--- src/hw/rtl/g2e_pkg.sv ---
package g2e_pkg;

  localparam int ANGLE_FRAC_BITS = 29;
  localparam int CORDIC_STAGES   = 32;
  localparam int SQRT_STAGES     = 32;
  localparam int DIV_STAGES      = 50;
  localparam int R16_SHIFT       = 46;
  localparam int QUEUE_DEPTH     = 4;
  localparam int QPTR_W          = $clog2(QUEUE_DEPTH);
  localparam int QCNT_W          = $clog2(QUEUE_DEPTH + 1);

  localparam logic [63:0] PI_Q62      = 64'hC90FDAA22168C234;
  localparam logic [63:0] LIM_LAT_W   = PI_Q62 >> (63 - ANGLE_FRAC_BITS);
  localparam logic [63:0] LIM_LON_W   = PI_Q62 >> (62 - ANGLE_FRAC_BITS);
  localparam logic [63:0] PI_Q30_W    = (PI_Q62 + 64'h8000_0000) >> 32;
  localparam logic [63:0] HPI_Q30_W   = (PI_Q62 + 64'h1_0000_0000) >> 33;
  localparam logic signed [35:0] PI_Q30      = $signed(PI_Q30_W[35:0]);
  localparam logic signed [35:0] HALF_PI_Q30 = $signed(HPI_Q30_W[35:0]);
  localparam logic signed [35:0] CORDIC_GAIN = 36'sd652032874;
  localparam logic [31:0] ONE_Q30 = 32'h4000_0000;

  localparam logic signed [35:0] OUT_MAX = 36'sh7_FFFF_FFFF;
  localparam logic signed [35:0] OUT_MIN = 36'sh8_0000_0000;

  localparam logic [32:0] RADIUS_RST = 33'd6378137000;
  localparam logic [31:0] RATIO_RST  = 32'd4266215153;
  localparam logic [31:0] ECC_RST    = 32'd28945915;

  localparam logic [1:0] CFG_RADIUS = 2'd0;
  localparam logic [1:0] CFG_RATIO  = 2'd1;
  localparam logic [1:0] CFG_ECC    = 2'd2;

  typedef struct packed {
    logic signed [31:0] latitude;
    logic signed [31:0] longitude;
    logic signed [31:0] altitude_mm;
  } in_item_t;

  typedef struct packed {
    logic signed [35:0] ecef_x;
    logic signed [35:0] ecef_y;
    logic signed [35:0] ecef_z;
    logic               coord_invalid;
  } out_item_t;

  // Classified request handed from the front end to the back end.
  typedef struct packed {
    logic               invalid;
    logic               flip;
    logic signed [31:0] h;
    logic signed [35:0] latq;
    logic signed [35:0] lonq;
  } q_item_t;

  // Side values that travel with a request through the back end.
  typedef struct packed {
    logic               valid;
    logic               invalid;
    logic               flip;
    logic signed [31:0] h;
    logic signed [35:0] clat;
    logic signed [35:0] slat;
    logic signed [35:0] clon;
    logic signed [35:0] slon;
    logic signed [35:0] cg;
    logic signed [35:0] sg;
    logic signed [55:0] z16;
  } ctx_t;

  function automatic logic signed [35:0] cordic_atan(input int idx);
    logic signed [35:0] res;
    case (idx)
      0: res = 36'sd843314857;
      1: res = 36'sd497837829;
      2: res = 36'sd263043837;
      3: res = 36'sd133525159;
      4: res = 36'sd67021687;
      5: res = 36'sd33543516;
      6: res = 36'sd16775851;
      7: res = 36'sd8388437;
      8: res = 36'sd4194283;
      9: res = 36'sd2097149;
      default: begin
        if (idx <= 30) res = 36'sd1 <<< (30 - idx);
        else if (idx == 31) res = 36'sd1;
        else res = 36'sd0;
      end
    endcase
    return res;
  endfunction

endpackage

--- src/hw/rtl/g2e_front.sv ---
module g2e_front (
  input  logic               clk,
  input  logic               rst_n,
  input  logic               req_valid,
  input  g2e_pkg::in_item_t  req_item,
  output logic               item_valid,
  output g2e_pkg::q_item_t   item
);

  logic [32:0]        alat;
  logic [32:0]        alon;
  logic signed [35:0] latq;
  logic signed [35:0] lonq;
  logic signed [35:0] lonf;
  logic               flip;
  logic               item_valid_r;
  g2e_pkg::q_item_t   item_r;
  g2e_pkg::q_item_t   item_nxt;

  always_comb begin
    alat = req_item.latitude[31] ? 33'(-{req_item.latitude[31], req_item.latitude})
                                 : {1'b0, req_item.latitude};
    alon = req_item.longitude[31] ? 33'(-{req_item.longitude[31], req_item.longitude})
                                  : {1'b0, req_item.longitude};
    latq = 36'(req_item.latitude)  <<< (30 - g2e_pkg::ANGLE_FRAC_BITS);
    lonq = 36'(req_item.longitude) <<< (30 - g2e_pkg::ANGLE_FRAC_BITS);
    // Longitudes past a right angle are folded by pi; the back end negates cos and sin.
    if (lonq > g2e_pkg::HALF_PI_Q30) begin
      lonf = lonq - g2e_pkg::PI_Q30;
      flip = 1'b1;
    end else if (lonq < -g2e_pkg::HALF_PI_Q30) begin
      lonf = lonq + g2e_pkg::PI_Q30;
      flip = 1'b1;
    end else begin
      lonf = lonq;
      flip = 1'b0;
    end
    item_nxt.invalid = (alat > g2e_pkg::LIM_LAT_W[32:0]) || (alon > g2e_pkg::LIM_LON_W[32:0]);
    item_nxt.flip    = flip;
    item_nxt.h       = req_item.altitude_mm;
    item_nxt.latq    = latq;
    item_nxt.lonq    = lonf;
  end

  always_ff @(posedge clk) begin
    if (!rst_n) begin
      item_valid_r <= 1'b0;
    end else begin
      item_valid_r <= req_valid;
    end
    item_r <= item_nxt;
  end

  assign item_valid = item_valid_r;
  assign item       = item_r;

endmodule

--- config.mk ---
export PLATFORM = sky130hd
export DESIGN_NAME = g2e_front
export DESIGN_NICKNAME = d
export VERILOG_FILES = /design/src/hw/rtl/g2e_pkg.sv /design/src/hw/rtl/g2e_front.sv
export SDC_FILE = /design/constraint.sdc
export NUM_CORES = 1
export LEC_CHECK = 0
export BUFFER_PORTS_ARGS = -buffer_cell sky130_fd_sc_hd__buf_2
export CORE_MARGIN = 5
export CORE_UTILIZATION = 35
export CTS_BUF_LIST = sky130_fd_sc_hd__clkbuf_4 sky130_fd_sc_hd__clkbuf_8 sky130_fd_sc_hd__clkbuf_16
export CTS_CLUSTER_DIAMETER = 60
export DETAILED_ROUTE_END_ITERATION = 10
export PLACE_DENSITY = 0.63
export SLEW_MARGIN = 10
export SYNTH_ARGS = -nofsm -noshare
export SYNTH_HDL_FRONTEND = slang
export SYNTH_SLANG_ARGS = --single-unit
--- constraint.sdc ---
create_clock -name clk -period 5.3 [get_ports clk]
set_input_delay 1.06 -clock clk [delete_from_list [all_inputs] [get_ports clk]]
set_output_delay 1.06 -clock clk [all_outputs]
set_load 0.03 [all_outputs]
== Yosys cells after proc, flatten, opt, wreduce, memory -nomap -nowiden ==
Index checks and enable logic that the tools add are counted.

* Register bits: 103
* Output and inout bits: 107
* Memories kept: 0
* Memory bits (writable): 0
* Input bits: 99
* Latch bits: 0
* Logic and storage cells: 20
* ROM bits: 0

* Order comparisons: 4
* Shifts and indexed selects: 0
* Reduce and logical (&&, ||, !) cells: 1
* Equality and inequality tests: 0
* Muxes and demuxes: 5
* Add/subtract/negate cells: 4
* Div/mod/pow operators: 0
* Multipliers: 0
* Bitwise logic cells: 0

{| class="wikitable"
|+ Operator list
! cell !! count
|-
| 36-bit 2-to-1 mux || 2
|-
| 33-bit 2-to-1 mux || 2
|-
| 33-bit negator || 2
|-
| 33-bit by 33-bit adder with 34-bit output, second input constant || 1
|-
| 33-bit by 33-bit subtractor with 34-bit output, second input constant || 1
|-
| 33-bit by 30-bit > comparator with 1-bit output, second input constant || 1
|-
| 33-bit by 31-bit > comparator with 1-bit output, second input constant || 1
|-
| 33-bit by 32-bit > comparator with 1-bit output, second input constant || 1
|-
| 33-bit by 32-bit < comparator with 1-bit output, second input constant || 1
|-
| 1-bit logical OR || 1
|-
| 1-bit 2-to-1 mux || 1
|}

== Longest topological paths before layout ==
* Depth in word-level cells: 4
* Mapped depth: 13
* Depth with buffers taken out: 11

== Least setup slack after synthesis ==
No wires, ideal clock.

* Kind: in2reg
* Start point: input req_item[32] in the netlist's numbering
* End point: register item_r (netlist bit item[105])
* Data arrival time: 3.812 ns
* Required time: 5.183 ns
* Stages: 11
* Library setup time: 0.117 ns
* Buffers on the path: 1
* Setup slack: 1.371 ns
* Path through: clkbuf_1 > inv_1 > ha_1 > or3b_2 > o31a_1 > or4_1 > a221o_1 > a311oi_1 > nand4_1 > nand3b_1 > a22o_1

{| class="wikitable"
|+ RTL lines
! item !! line !! RTL
|-
| from (decl) || g2e_front.sv:5 || <nowiki>input g2e_pkg::in_item_t req_item,</nowiki>
|-
| to (signal assigned) || g2e_front.sv:51 || <nowiki>item_r <= item_nxt;</nowiki>
|-
| to (decl) || g2e_front.sv:17 || <nowiki>g2e_pkg::q_item_t item_r;</nowiki>
|}

==> results.txt <==
The worst hold path belongs to the class primary input to register. The routed length on met3 is 1220 microns. The width of the die is around 130 microns. The clock-pin transition on the worst setup and hold timing paths came out at 80 ps. The final number of hold-violating endpoints came out at 0. The first global-routing pass estimated 25800 microns of wire. The max-cap violation count came out at 0. The number of buffers added by the clock tree synthesis step is 9.

The flip-flop and latch count after synthesis came out at 100. The detail route stage leaves a number of antenna-violating nets equal to 0. The origin of the worst setup path is req_item[32].

The antenna diode count is 0. The total detailed-routing wirelength came out at around 17000 microns. The number of detailed-route iterations in the first pass is 5. Of the post-synthesis cell area, the dominant cell type holds 0.369. Synthesis instantiated slightly below 70 different standard cells from the library. In the final routing, the length of wire on met1 measures slightly above 7000 microns. The CTS H-tree depth is 3. The count of buffers added on input and output ports is 203.

The number of slew-limit violations in the final report came out at 0. The startpoint of the worst hold path is req_item[21]. Signal routing reaches up to met4.

The routability-driven placement congestion ratio came out at 0.889. The number of DRC markers in iteration 0 came out at 401. In this run, post-CTS hold repair placed 0 buffers. The fraction of the cycle the final worst path needs came out at 0.744. The count of vias placed by the detailed router came out at about 5500. The global routing usage summed across all routing layers came out at 0.175. For this run, design rule violations remaining after detail routing come to 0. The max-slew headroom at the worst pin is 0.263. The stage delay of the slowest cell on the critical path is 640 ps. The worst setup path is captured at a register. The sum of internal, switching and leakage power is 1970 uW. For the worst setup path, the data required time is 5560 ps. The buffering stage count on the worst path with inverters included came out at 2. The via density per instance is approximately 5.5. Dividing the detail-routed wire length by the instance count gives 16.8 microns. The filler-free cell count of the finished design came out at 1000. The CTS tree is done. Traced cell by cell, the critical path runs through buf_2 -> inv_1 -> ha_1 -> or3b_2 -> o31a_1 -> or4_1 -> a221o_1 -> a311oi_1 -> nand4_1 -> nand3b_1 -> a22o_1. Leaving out fill and tap cells, the most frequent cells in the layout are buf_2, dfxtp_1, nor2_1. The layout cell share with drive strength beyond 1 is 0.307. The die area is 18100 sq um. After routing, the total negative slack on setup checks comes to 0 ps.

The maximum number of pins on one net before global-route repair is 38. dfxtp_1 takes more of the synthesized area than any other cell. The final core utilization is 0.445.

The tree is rooted in a clkbuf_16. The number of flops mapped to enable cells by yosys is 0. Setup repair after global routing left no endpoint under its margin. The slew at the pin closest to its max-slew limit is 1110 ps. The I/O pin count is 206. The number of global-route vias before repair came to 4984. The mean post-synth cell area came out at 8.41 sq um. The site row count came out at 45. The layout net count is 909. The post-cts resize count is 0. The number of failing setup endpoints in the final timing report came out at 0. The minimum clock period is 3940 ps.

The share of flip-flops with an asynchronous set or reset came out at 0. Leaving out fill and tap cells, the most frequent cell in the layout is buf_2. Wire segments on met2 add up to 8010 microns in the final route.

The combined area of all synthesized cells came out at 5420 sq um. The number of antenna violations at the first check in global routing came out at 0. The arrival time at the worst endpoint is about 4200 ps.

The worst ir drop on vdd came out at approximately 0.00015 V. The maximum fanout count along the critical path came out at 12. The filler cells instantiated in the layout total 1531. Once placement completed, the tool counted placed cells totaling 984. The share of the Yosys chip area taken by registers is 0.369. The cell family contributing the most delay on the critical path is simple AND/OR/NAND/NOR gates. The timing-limited maximum frequency is 254 MHz. The most used flip-flop cell after synthesis is dfxtp_1.

The placeable core region is 15200 sq um. The tree built by TritonCTS fans out to 100 sinks. The post-CTS setup buffer count is 0. The layout overhead on the synthesized area is 24.9%.

In the post-synthesis netlist, the biggest area contributors are dfxtp_1, xnor2_1, nor2_1, a21oi_1, clkbuf_1. In this run the power density over the cells is just under 300 nW/um^2. The finished cells cover 6770 sq um. The effective utilization at floorplan came out at 0.357.

The placed wire-length estimate came out at 12900 microns. The area after detailed placement came out at roughly 6500 sq um. The setup path with the least slack is of type primary input to register.

The worst setup path is launched from a primary input. The standby leakage power came out at 0.00282 uW. The clock passes through at most 2 buffers. The Yosys warning count came out at 0. The run finished with clean final reports. In this run the vertical extent of the chip is around 130 microns. The slowest stage of the critical path belongs to the cell or3b_2. The total overflow left after global routing is 0. The number of standard cells after synthesis is 645.
## layer usage
layer  vias up  global-route usage
met5         -                   0
met4         0              0.0656
met3        24              0.0380
met2       208               0.298
met1      2542               0.218
li1       2718                   -
## path summary, 6_finish.rpt
| check | endpoint | depth (start not counted) |
|---|---|---|
| setup / recovery | item[105]$_DFF_P_ | 11 |
| hold / removal | item[93]$_DFF_P_ | 1 |
## final cells by class
class | count | area, sq um | area share
clock inverter | 7 | 76.3 | 0.0113
timing repair buffer | 210 | 1070 | 0.158
clock buffer | 9 | 225 | 0.0333
multi-input combinational | 473 | 3110 | 0.460
inverter | 13 | 48.8 | 0.00721
sequential | 100 | 2000 | 0.296
tap | 188 | 235 | 0.0347
## cell families (layout without fill, tap and decap cells)
logic type,Yosys count,in the layout,synth area share
AND/OR/NAND/NOR,237,237,0.250
AO/OA/AOI/OAI,176,176,0.226
flip-flops,100,100,0.369
buffers and inverters,73,239,0.0570
XOR/XNOR,49,49,0.0792
multiplexers,6,6,0.0115
adder cells (fa/ha/maj),3,3,0.00692
other,1,2,0.000692
## report_power, final
part,switching [uW],internal (uW),leakage (uW)
clock network,317,336,0.000149
registers,13.8,813,0.000844
logic,335,156,0.00182
total,666,1300,0.00282
## Yosys cell counts (all sizes together), types with 5 or more instances
cell and instances:
nor2 49, o21ai 27, a31oi 16, nor2b 7
nand3 18, xor2 16, a21o 10, nor4 21
or2 5, dfxtp 100, o31ai 8, nor3 28
o22ai 7, a22oi 7, inv 11, nand2 34
or3 13, buf 15, nand2b 12, xnor2 33
a41oi 5, a21oi 35, and3 5, or4 8
nand4 14, a211oi 5, clkbuf 45, a31o 7
and2 6
## sequential cells by signal (all words and copies together) (netlist names)
register and count:
item 99, item_valid 1
## per-stage QoR
| stage | setup WS, ps | hold slack, ps |
|---|---|---|
| 4_1_cts | 1370 | 786 |
| 2_1_floorplan | 1370 | 1090 |
| 3_5_place_dp | 994 | 1160 |
| 3_3_place_gp | 1050 | 1160 |
| 6_report | 1360 | 795 |
| 5_1_grt | 1140 | 785 |
(Power assumes the default switching activity.)
