`config.mk`:
```
export PLATFORM = sky130hd
export DESIGN_NAME = g2e_queue
export DESIGN_NICKNAME = d
export VERILOG_FILES = /design/src/hw/rtl/g2e_pkg.sv /design/src/hw/rtl/g2e_queue.sv
export SDC_FILE = /design/constraint.sdc
export NUM_CORES = 1
export LEC_CHECK = 0
export ABC_AREA = 1
export BUFFER_PORTS_ARGS = -buffer_cell sky130_fd_sc_hd__buf_4
export CAP_MARGIN = 20
export CORE_MARGIN = 2
export CORE_UTILIZATION = 50
export CTS_BUF_LIST = sky130_fd_sc_hd__clkbuf_8
export DETAILED_ROUTE_END_ITERATION = 10
export PLACE_DENSITY = 0.71
export SYNTH_ARGS = -nofsm -noshare
export SYNTH_HDL_FRONTEND = slang
export SYNTH_SLANG_ARGS = --single-unit
```
`constraint.sdc`:
```
create_clock -name clk -period 3.5 [get_ports clk]
set_input_delay 0.175 -clock clk [delete_from_list [all_inputs] [get_ports clk]]
set_output_delay 0.175 -clock clk [all_outputs]
set_load 0.005 [all_outputs]
```
`src/hw/rtl/g2e_pkg.sv`:
```
package g2e_pkg;

  localparam int ANGLE_FRAC_BITS = 29;
  localparam int CORDIC_STAGES   = 32;
  localparam int SQRT_STAGES     = 32;
  localparam int DIV_STAGES      = 50;
  localparam int R16_SHIFT       = 46;
  localparam int QUEUE_DEPTH     = 4;
  localparam int QPTR_W          = $clog2(QUEUE_DEPTH);
  localparam int QCNT_W          = $clog2(QUEUE_DEPTH + 1);

  localparam logic [63:0] PI_Q62      = 64'hC90FDAA22168C234;
  localparam logic [63:0] LIM_LAT_W   = PI_Q62 >> (63 - ANGLE_FRAC_BITS);
  localparam logic [63:0] LIM_LON_W   = PI_Q62 >> (62 - ANGLE_FRAC_BITS);
  localparam logic [63:0] PI_Q30_W    = (PI_Q62 + 64'h8000_0000) >> 32;
  localparam logic [63:0] HPI_Q30_W   = (PI_Q62 + 64'h1_0000_0000) >> 33;
  localparam logic signed [35:0] PI_Q30      = $signed(PI_Q30_W[35:0]);
  localparam logic signed [35:0] HALF_PI_Q30 = $signed(HPI_Q30_W[35:0]);
  localparam logic signed [35:0] CORDIC_GAIN = 36'sd652032874;
  localparam logic [31:0] ONE_Q30 = 32'h4000_0000;

  localparam logic signed [35:0] OUT_MAX = 36'sh7_FFFF_FFFF;
  localparam logic signed [35:0] OUT_MIN = 36'sh8_0000_0000;

  localparam logic [32:0] RADIUS_RST = 33'd6378137000;
  localparam logic [31:0] RATIO_RST  = 32'd4266215153;
  localparam logic [31:0] ECC_RST    = 32'd28945915;

  localparam logic [1:0] CFG_RADIUS = 2'd0;
  localparam logic [1:0] CFG_RATIO  = 2'd1;
  localparam logic [1:0] CFG_ECC    = 2'd2;

  typedef struct packed {
    logic signed [31:0] latitude;
    logic signed [31:0] longitude;
    logic signed [31:0] altitude_mm;
  } in_item_t;

  typedef struct packed {
    logic signed [35:0] ecef_x;
    logic signed [35:0] ecef_y;
    logic signed [35:0] ecef_z;
    logic               coord_invalid;
  } out_item_t;

  // Classified request handed from the front end to the back end.
  typedef struct packed {
    logic               invalid;
    logic               flip;
    logic signed [31:0] h;
    logic signed [35:0] latq;
    logic signed [35:0] lonq;
  } q_item_t;

  // Side values that travel with a request through the back end.
  typedef struct packed {
    logic               valid;
    logic               invalid;
    logic               flip;
    logic signed [31:0] h;
    logic signed [35:0] clat;
    logic signed [35:0] slat;
    logic signed [35:0] clon;
    logic signed [35:0] slon;
    logic signed [35:0] cg;
    logic signed [35:0] sg;
    logic signed [55:0] z16;
  } ctx_t;

  function automatic logic signed [35:0] cordic_atan(input int idx);
    logic signed [35:0] res;
    case (idx)
      0: res = 36'sd843314857;
      1: res = 36'sd497837829;
      2: res = 36'sd263043837;
      3: res = 36'sd133525159;
      4: res = 36'sd67021687;
      5: res = 36'sd33543516;
      6: res = 36'sd16775851;
      7: res = 36'sd8388437;
      8: res = 36'sd4194283;
      9: res = 36'sd2097149;
      default: begin
        if (idx <= 30) res = 36'sd1 <<< (30 - idx);
        else if (idx == 31) res = 36'sd1;
        else res = 36'sd0;
      end
    endcase
    return res;
  endfunction

endpackage

```
`src/hw/rtl/g2e_queue.sv`:
```
module g2e_queue (
  input  logic              clk,
  input  logic              rst_n,
  input  logic              push,
  input  g2e_pkg::q_item_t  push_item,
  output logic              pop_valid,
  output g2e_pkg::q_item_t  pop_item,
  output logic              almost_full
);

  g2e_pkg::q_item_t                 mem_r [g2e_pkg::QUEUE_DEPTH];
  logic [g2e_pkg::QPTR_W-1:0]       wr_ptr_r;
  logic [g2e_pkg::QPTR_W-1:0]       rd_ptr_r;
  logic [g2e_pkg::QCNT_W-1:0]       count_r;
  logic [g2e_pkg::QCNT_W-1:0]       count_nxt;
  logic                             pop;

  // The back end never stalls, so an entry leaves as soon as it is present.
  assign pop       = (count_r != '0);
  assign pop_valid = pop;
  assign pop_item  = mem_r[rd_ptr_r];
  assign almost_full = (count_r >= g2e_pkg::QCNT_W'(g2e_pkg::QUEUE_DEPTH - 2));

  always_comb begin
    count_nxt = count_r;
    if (push && !pop) count_nxt = count_r + 1'b1;
    else if (!push && pop) count_nxt = count_r - 1'b1;
  end

  always_ff @(posedge clk) begin
    if (!rst_n) begin
      wr_ptr_r <= '0;
      rd_ptr_r <= '0;
      count_r  <= '0;
    end else begin
      if (push) wr_ptr_r <= wr_ptr_r + 1'b1;
      if (pop) rd_ptr_r <= rd_ptr_r + 1'b1;
      count_r <= count_nxt;
    end
    if (push) mem_r[wr_ptr_r] <= push_item;
  end

endmodule

```
---- After elaboration in Yosys (flattened, before gate mapping) ----
Memory sizes are Yosys's and may differ from the RTL's. A register that Yosys moved wholly into a read port is not among the register bits.
Cells that the tools add are included.
cells by class
  $add $sub $neg .......................... 4
  magnitude comparators ................... 1
  muxes and demuxes ....................... 6
  reduce and logical (&&, ||, !) cells .... 6
operators with widths
  kind                                                                                 count
  3-bit two-way mux                                                                    2
  2-bit by 1-bit adder with 2-bit output, second input constant                        2
  2-bit two-way mux                                                                    2
  3-bit by 1-bit adder with 3-bit output, second input constant                        1
  3-bit by 2-bit greater-or-equal comparator with 1-bit output, second input constant  1
  3-bit nonzero test                                                                   1
  3-bit by 1-bit subtractor with 3-bit output, second input constant                   1
  1-bit logical AND                                                                    2
  1-bit zero test                                                                      2
  1-bit two-way mux                                                                    2
  2-bit nonzero test                                                                   1
word-level totals
  register bits ........................... 7
  RAM bits ................................ 424
  output and inout port bits .............. 108
  word-level logic and storage cells ...... 21
  memories kept ........................... 1
memories
  name   words  bits a word  read ports  clocked after Yosys merged registers in  wr ports  RTL line         source
  mem_r  4      106          1           1                                        1         g2e_queue.sv:11  g2e_pkg::q_item_t mem_r [g2e_pkg::QUEUE_DEPTH];

---- Depth between registers and ports, before layout ----
Gate-level depths: netlist of the first run.
  depth in word-level cells ............... 4
  depth in mapped cells ................... 11
  depth with buffers taken out ............ 11

---- Worst setup path before layout of the first run ----
No wires, ideal clock.
  path type ............................... register to register
  start ................................... reg wr_ptr_r[0] in the netlist's numbering
  end ..................................... mem mem_r[2][0] in the netlist's numbering (enable)
  arrival ................................. 2.634 ns
  data required time ...................... 3.041 ns
  path slack .............................. 0.407 ns
  stages on the path, launching flop included .. 5
  buffers on the path ..................... 0
  period minus slack after synthesis ...... 3.093 ns
  cells stage by stage .................... dfxtp_1 inv_1 ha_1 nand2_1 inv_1
RTL lines
  what                    RTL line         source
  start, declared         g2e_queue.sv:12  logic [g2e_pkg::QPTR_W-1:0] wr_ptr_r;
  start signal, assigned  g2e_queue.sv:36  if (push) wr_ptr_r <= wr_ptr_r + 1'b1;
  end, declared           g2e_queue.sv:11
Straight into the memory's write port.

==> impl_metrics.py, run 1 <==
metrics = {
    "layout": {
        "layout-drive-gt1-share_pct": 22.0,
        "ff_latch_area_um2": 12900,
        "n_antenna_cell": 0,
        "nFillCells": 2256,
        "fin_nets": 1547,
        "post-route-util_pct": 64.6,
        "multiInputGateArea_um2": 2730,
        "areaGrowthSynthToFinish_pct": 26.7,
    },
    "route": {
        "wl_per_cell_um": 18.4,
        "drtPass1Iterations": 5,
        "num_vias": 10184,
        "routed_wl_mm": 34.8,
        "detail-route-antenna-nets": 0,
        "drt-initial-drc-count": 754,
        "drcViolationCount": 0,
        "viasPerCell": 5.40,
    },
    "power_and_ir_drop": {
        "pwr-share-seq_pct": 41.5,
        "power_switching_mw": 4.61,
        "clkPwrFrac_pct": 27.0,
        "fin_total_pwr_mw": 14.6,
        "ir_drop_uv": 607,
        "p_leak_nw": 7.31,
        "cellPowerDensity_nw_per_um2": 716,
        "p_comb_share_pct": 31.5,
        "netSwitchingFraction_pct": 31.5,
        "p_int_mw": 10.0,
    },
    "placed_design": {
        "io_buffer_count": 216,
        "gp_congestion": 0.732,
        "dp_hpwl_mm": 18.8,
    },
    "logic_synthesis": {
        "netlist.top_cell.by_area": "edfxtp_1",
        "synth.distinct_cells": 20,
        "synth_area_per_cell_um2": 14.8,
        "synth.cell_area_um2": 16100,
        "yosysWarnings": 0,
        "netlist_instances": 1088,
        "synthTopCellsByArea": "edfxtp_1 (79%), nor2_1 (5.1%), o21ai_0 (4.2%)",
        "ys_seq_elements": 433,
        "synth_edf_count": 424,
        "syn-num-nets": 1202,
        "yosysTopAreaCellShare_pct": 78.9,
        "ys.flop_type": "edfxtp_1",
        "async_flop_share_pct": 0,
        "ys_seq_area_share_pct": 80.1,
    },
    "sta": {
        "setup_violations": 0,
        "skew_ns": 0.0169,
        "fmax_mhz": 394,
        "fin_crit_sh_pct": 72.5,
        "relSlewSlack_pct": 38.0,
        "rsz0062_at_grt": "false",
        "fin_crit_ns": 2.54,
        "tightest_slew_ns": 0.930,
        "slew_viol_final": 0,
        "hold_violations": 0,
        "finalSetupTns_ns": 0,
    },
    "die": {
        "io_pins": 217,
        "die_h_um": 184,
        "core_area_um2": 31600,
        "start_util_pct": 51.0,
        "fp.dieW_um": 184,
        "rows": 65,
        "die_area_um2": 33700,
    },
    "clocking": {
        "clkLatencyLatePin_ns": 0.57,
        "clockBufferDepth": 3,
        "clk_pin_slew_ns": 0.07,
        "cts_buffers": 69,
        "clock-root-buffer": "clkbuf_8",
        "cts.sinks": 433,
        "post_cts_resize_count": 0,
        "htreeDepth": 3,
        "cts_tree": "yes",
    },
    "global_routing": {
        "grt_pass1_wl_mm": 53.7,
        "grt_max_degree": 213,
        "grt_antenna_before_repair": 0,
        "gr-total-overflow": 0,
        "grt_pass1_vias": 10265,
        "grtUsageTotal_pct": 20.6,
    },
    "setup_path": {
        "start_kind": "flip-flop",
        "rr_endpoint": "mem_r[0][5]",
        "cp.arrival_ns": 2.36,
        "rr_startpoint": "wr_ptr_r[0]",
        "worst_setup_path_end_kind": "output port",
        "worstRegToRegCells": 5,
        "critPathMaxFanout": 212,
        "r2r_setup_slack_ns": 1.62,
        "cp_data_required_time_ns": 3.32,
        "crit_type": "flip-flop to output port",
    },
    "worst_hold_path": {
        "hold_class": "input port to flip-flop",
        "hp-start": "push_item[12]",
        "min_path_cells": 2,
        "min_to": "mem_r[0][12]",
    },
    "run_status": {
        "outcome": "finished clean",
    },
    "flow_run": {
        "maxCapViolCount": 0,
    },
}
cells in the mapped netlist, types with 2 or more instances:
cell type,n
buf_2,20
buf_4,5
nand3_1,3
inv_1,15
buf_6,15
clkbuf_2,5
edfxtp_1,424
o21ai_0,135
o21ai_1,81
ha_1,5
o22ai_1,106
a21oi_1,2
clkbuf_1,23
dfxtp_1,9
nor2_1,219
nand2_1,17
worst max path at each step:
stage / start / to / slack [ns] / cells after the start
3_5_place_dp: wr_ptr_r[0] / mem_r[0][25] / 1.57 / 5
4_1_cts: flip-flop / pop_item[62] / 0.96 / 5
5_1_grt: flip-flop / pop_item[47] / 0.83 / 4
2_1_floorplan: wr_ptr_r[0] / mem_r[2][0] / 0.41 / 4
6_report: flip-flop / pop_item[62] / 0.96 / 4
3_3_place_gp: wr_ptr_r[0] / mem_r[0][25] / 1.62 / 5
power groups by stage:
stage	registers (mW)	logic, mW	clock network, mW
global placement	6.18	4.44	0
CTS	6.08	4.64	4.04
global route	6.10	5.08	4.27
detailed placement	6.19	4.52	0
finish	6.08	4.61	3.95
floorplan	6.14	2.51	0
cell families (layout without fill, tap and decap cells):
logic type | Yosys count | in the layout | share of synthesized area (%)
adders and majority gates | 5 | 5 | 0.388
buffers and inverters | 85 | 482 | 3.00
AOI/OAI and AO/OA | 325 | 325 | 10.9
DFF | 433 | 433 | 80.1
and+or+nand+nor | 240 | 240 | 5.62
cell usage in the layout (no fill, tap or decap), drive strengths merged:
cell type / netlist / layout
a21oi: 2 / 2
clkinv: 0 / 31
nand2: 17 / 17
bufinv: 0 / 3
edfxtp: 424 / 424
inv: 17 / 37
dfxtp: 9 / 9
a21boi: 1 / 1
o22ai: 106 / 106
nand4: 1 / 1
clkbuf: 28 / 69
ha: 5 / 5
nor2: 219 / 219
nand3: 3 / 3
buf: 40 / 234
o21ai: 216 / 216
dlygate4sd3: 0 / 108
repair_timing:
action | 4_1_cts | 5_1_grt
buffers inserted | 0 | 0
hold buffers | 108 | 0
endpoints found under the hold margin | 433 | 0
layout make-up:
| type | count | share of cell area [%] |
|---|---|---|
| multi-input combinational | 570 | 13.4 |
| inverter | 17 | 0.392 |
| tap | 402 | 2.46 |
| sequential | 433 | 63.2 |
| clock buffer | 69 | 4.65 |
| timing repair buffer | 342 | 14.4 |
| clock inverter | 54 | 1.53 |
registers in the layout, summed over array words and instances, names as in the netlist, named ones only:
register  cells
mem_r       424
rd_ptr_r      2
wr_ptr_r      2
count_r       3
metal layers:
metal | GRT usage [%] | up-vias | share of wire (%)
li1 | - | 4814 | -
met1 | 26.0 | 4962 | 41
met2 | 34.8 | 344 | 50
met3 | 5.35 | 64 | 7.4
met4 | 6.66 | 0 | 2.2
met5 | 0 | - | 0
per-stage QoR:
stage / setup slack [ns] / hold slack [ns] / cell area [µm²] / cells
2_1_floorplan: 0.407 / 0.274 / 16100 / 1088
3_3_place_gp: 1.62 / 0.375 / 18100 / 1656
3_5_place_dp: 1.57 / 0.378 / 18100 / 1656
4_1_cts: 0.959 / 0.307 / 20400 / 1887
5_1_grt: 0.832 / 0.316 / 20400 / 1887
6_report: 0.962 / 0.336 / 20400 / 1887
critical path: stages, from the launching register on:
cell	delay, ns
dfxtp_4	0.38
buf_12	0.58
o21ai_0	0.23
o22ai_1	0.28
buf_4	0.16
No activity file was read; power rests on OpenSTA's default activity.
==> run 2: changes to the inputs <==
--- a/config.mk
+++ b/config.mk
@@ -12,7 +12,7 @@
 export CORE_UTILIZATION = 50
 export CTS_BUF_LIST = sky130_fd_sc_hd__clkbuf_8
 export DETAILED_ROUTE_END_ITERATION = 10
-export PLACE_DENSITY = 0.71
+export PLACE_DENSITY = 0.74
 export SYNTH_ARGS = -nofsm -noshare
 export SYNTH_HDL_FRONTEND = slang
 export SYNTH_SLANG_ARGS = --single-unit
==> constraint.sdc (replaced) <==
create_clock -name clk -period 2.24 [get_ports clk]
set_input_delay 0.112 -clock clk [delete_from_list [all_inputs] [get_ports clk]]
set_output_delay 0.112 -clock clk [all_outputs]
set_load 0.005 [all_outputs]
==> run 2 against run 1 <==
Final cell count is 0.21% higher; design area is 0.92% higher; non-clock buffer count is 10 higher; critical path depth stayed put; die area stayed put; worst hold slack worse by 0.042 ns; count of clock-buffer cells in the layout is 4 higher; routed wire length is 3.1% higher; sequential share of layout area is 0.56 points lower; first-iteration DRC count is 13% lower; combinational power is 64% higher.
==> impl_metrics.py, run 2 (same netlist as run 1, synthesis figures left out) <==
metrics = {
    "run_status": {
        "outcome": "finished clean",
    },
    "layout": {
        "fin_cells": 1891,
        "areaGrowthSynthToFinish_pct": 27.9,
        "fin_nets": 1559,
        "nFillCells": 2183,
        "largest_registers": "mem_r: 424 flops, count_r: 3 flops",
        "multiInputGateArea_um2": 2750,
        "layout_commonest_cell": "edfxtp_1",
        "largest_reg_flops": 424,
        "layout-drive-gt1-share_pct": 23.3,
        "top_register": "mem_r",
        "ff_latch_area_um2": 12900,
        "final_cell_mix": "edfxtp_1 (424), buf_4 (223), nor2_1 (219)",
    },
    "die": {
        "die_area_um2": 33700,
        "core_area_um2": 31600,
        "start_util_pct": 51.0,
        "fp.dieW_um": 184,
        "rows": 65,
        "io_pins": 217,
        "die_h_um": 184,
    },
    "sta": {
        "rsz0062_at_grt": "false",
        "fin_crit_sh_pct": 96.5,
        "setup_violations": 0,
        "fin_crit_ns": 2.16,
        "skew_ns": 0.0327,
        "tightest_slew_ns": 0.562,
        "fmax_mhz": 462,
        "slew_viol_final": 0,
        "hold_violations": 0,
        "relSlewSlack_pct": 62.5,
        "finalSetupTns_ns": 0,
    },
    "power_and_ir_drop": {
        "p_leak_nw": 7.34,
        "cellPowerDensity_nw_per_um2": 1120,
        "ir_drop_uv": 594,
    },
    "placed_design": {
        "dp_hpwl_mm": 19.6,
        "place_inst": 1665,
        "io_buffer_count": 216,
        "gp_congestion": 0.758,
    },
    "route": {
        "wl_per_cell_um": 19.0,
        "num_vias": 10322,
        "drt-initial-drc-count": 655,
        "detail-route-antenna-nets": 0,
        "drcViolationCount": 0,
        "viasPerCell": 5.46,
        "drtPass1Iterations": 5,
        "routed_wl_mm": 35.9,
    },
    "setup_path": {
        "worst_setup_path_end_kind": "output port",
        "cp.arrival_ns": 2.05,
        "path_delay_family": "buffers and inverters",
        "crit_type": "flip-flop to output port",
        "slowest_delay_ns": 0.41,
        "start_kind": "flip-flop",
        "crit_path_cell_trace": "buf_12, o21ai_0, o22ai_1, buf_4",
        "slowest_stage": "buf_12",
        "cp_data_required_time_ns": 2.13,
        "cp.buffers_inverters": 2,
        "rr_startpoint": "wr_ptr_r[0]",
        "critPathMaxFanout": 106,
    },
    "clocking": {
        "clkLatencyLatePin_ns": 0.56,
        "cts_tree": "yes",
        "clk_pin_slew_ns": 0.06,
        "htreeDepth": 3,
        "clock-root-buffer": "clkbuf_8",
        "clockBufferDepth": 3,
        "cts_buffers": 71,
        "cts.sinks": 433,
    },
    "global_routing": {
        "grt_pass1_wl_mm": 54.4,
        "grtUsageTotal_pct": 20.9,
        "gr-total-overflow": 0,
        "grt_max_degree": 107,
        "grt_antenna_before_repair": 2,
        "grt_pass1_vias": 10521,
    },
    "worst_hold_path": {
        "hp-start": "push_item[9]",
        "hold_class": "input port to flip-flop",
    },
    "flow_run": {
        "maxCapViolCount": 0,
    },
}
## run 2: metrics by stage
step	utilization, %	setup WS, ns	hold slack [ns]	power [mW]	area, µm²
after CTS	65.1	-0.0114	0.261	23.1	20600
after global routing	65.2	0.000409	0.273	24.2	20600
final	65.2	0.0778	0.295	23.0	20600
after floorplan	-	-0.314	0.211	13.5	16200
after global placement	57.8	0.500	0.312	16.8	18300
after detailed placement	57.8	0.472	0.315	16.9	18300
## run 2: cell type report
| cell class | count | area share [%] |
|---|---|---|
| multi-input combinational | 570 | 13.3 |
| sequential | 433 | 62.7 |
| timing repair buffer | 352 | 15.2 |
| inverter | 17 | 0.473 |
| clock inverter | 43 | 1.03 |
| antenna | 1 | 0.0121 |
| tap | 402 | 2.44 |
| clock buffer | 73 | 4.87 |
## run 2: repair_timing
item | in CTS | in global routing
hold endpoints to repair | 433 | 0
hold buffers | 108 | 0
endpoints found under the setup margin | 34 | 82
buffers inserted | 0 | 1
gates resized for setup | 2 | 6
## run 2: per-layer routing
metal	GRT usage [%]	part of all wire (%)	wire, µm	up-vias
met5	0	0.045	16	-
met4	7.81	2.3	841	2
met3	5.31	7.8	2800	73
met2	35.5	49	17700	389
met1	25.9	40	14500	5029
li1	-	-	-	4829
## run 2: where the power goes
group	switching (mW)	leakage (nW)	internal [mW]	total [mW]
logic	4.24	2.68	3.30	7.54
clock network	2.87	0.687	3.12	5.99
registers	0.173	3.97	9.32	9.49
total	7.28	7.34	15.7	23.0
## run 2: final timing paths
check / end / slack (ns) / cells past startpoint
max: pop_item[20] / 0.08 / 4
min reg2reg: count_r[0] / 0.49 / 2
min: mem_r[1][9] / 0.29 / 2
max reg2reg: mem_r[2][83] / 0.45 / 5
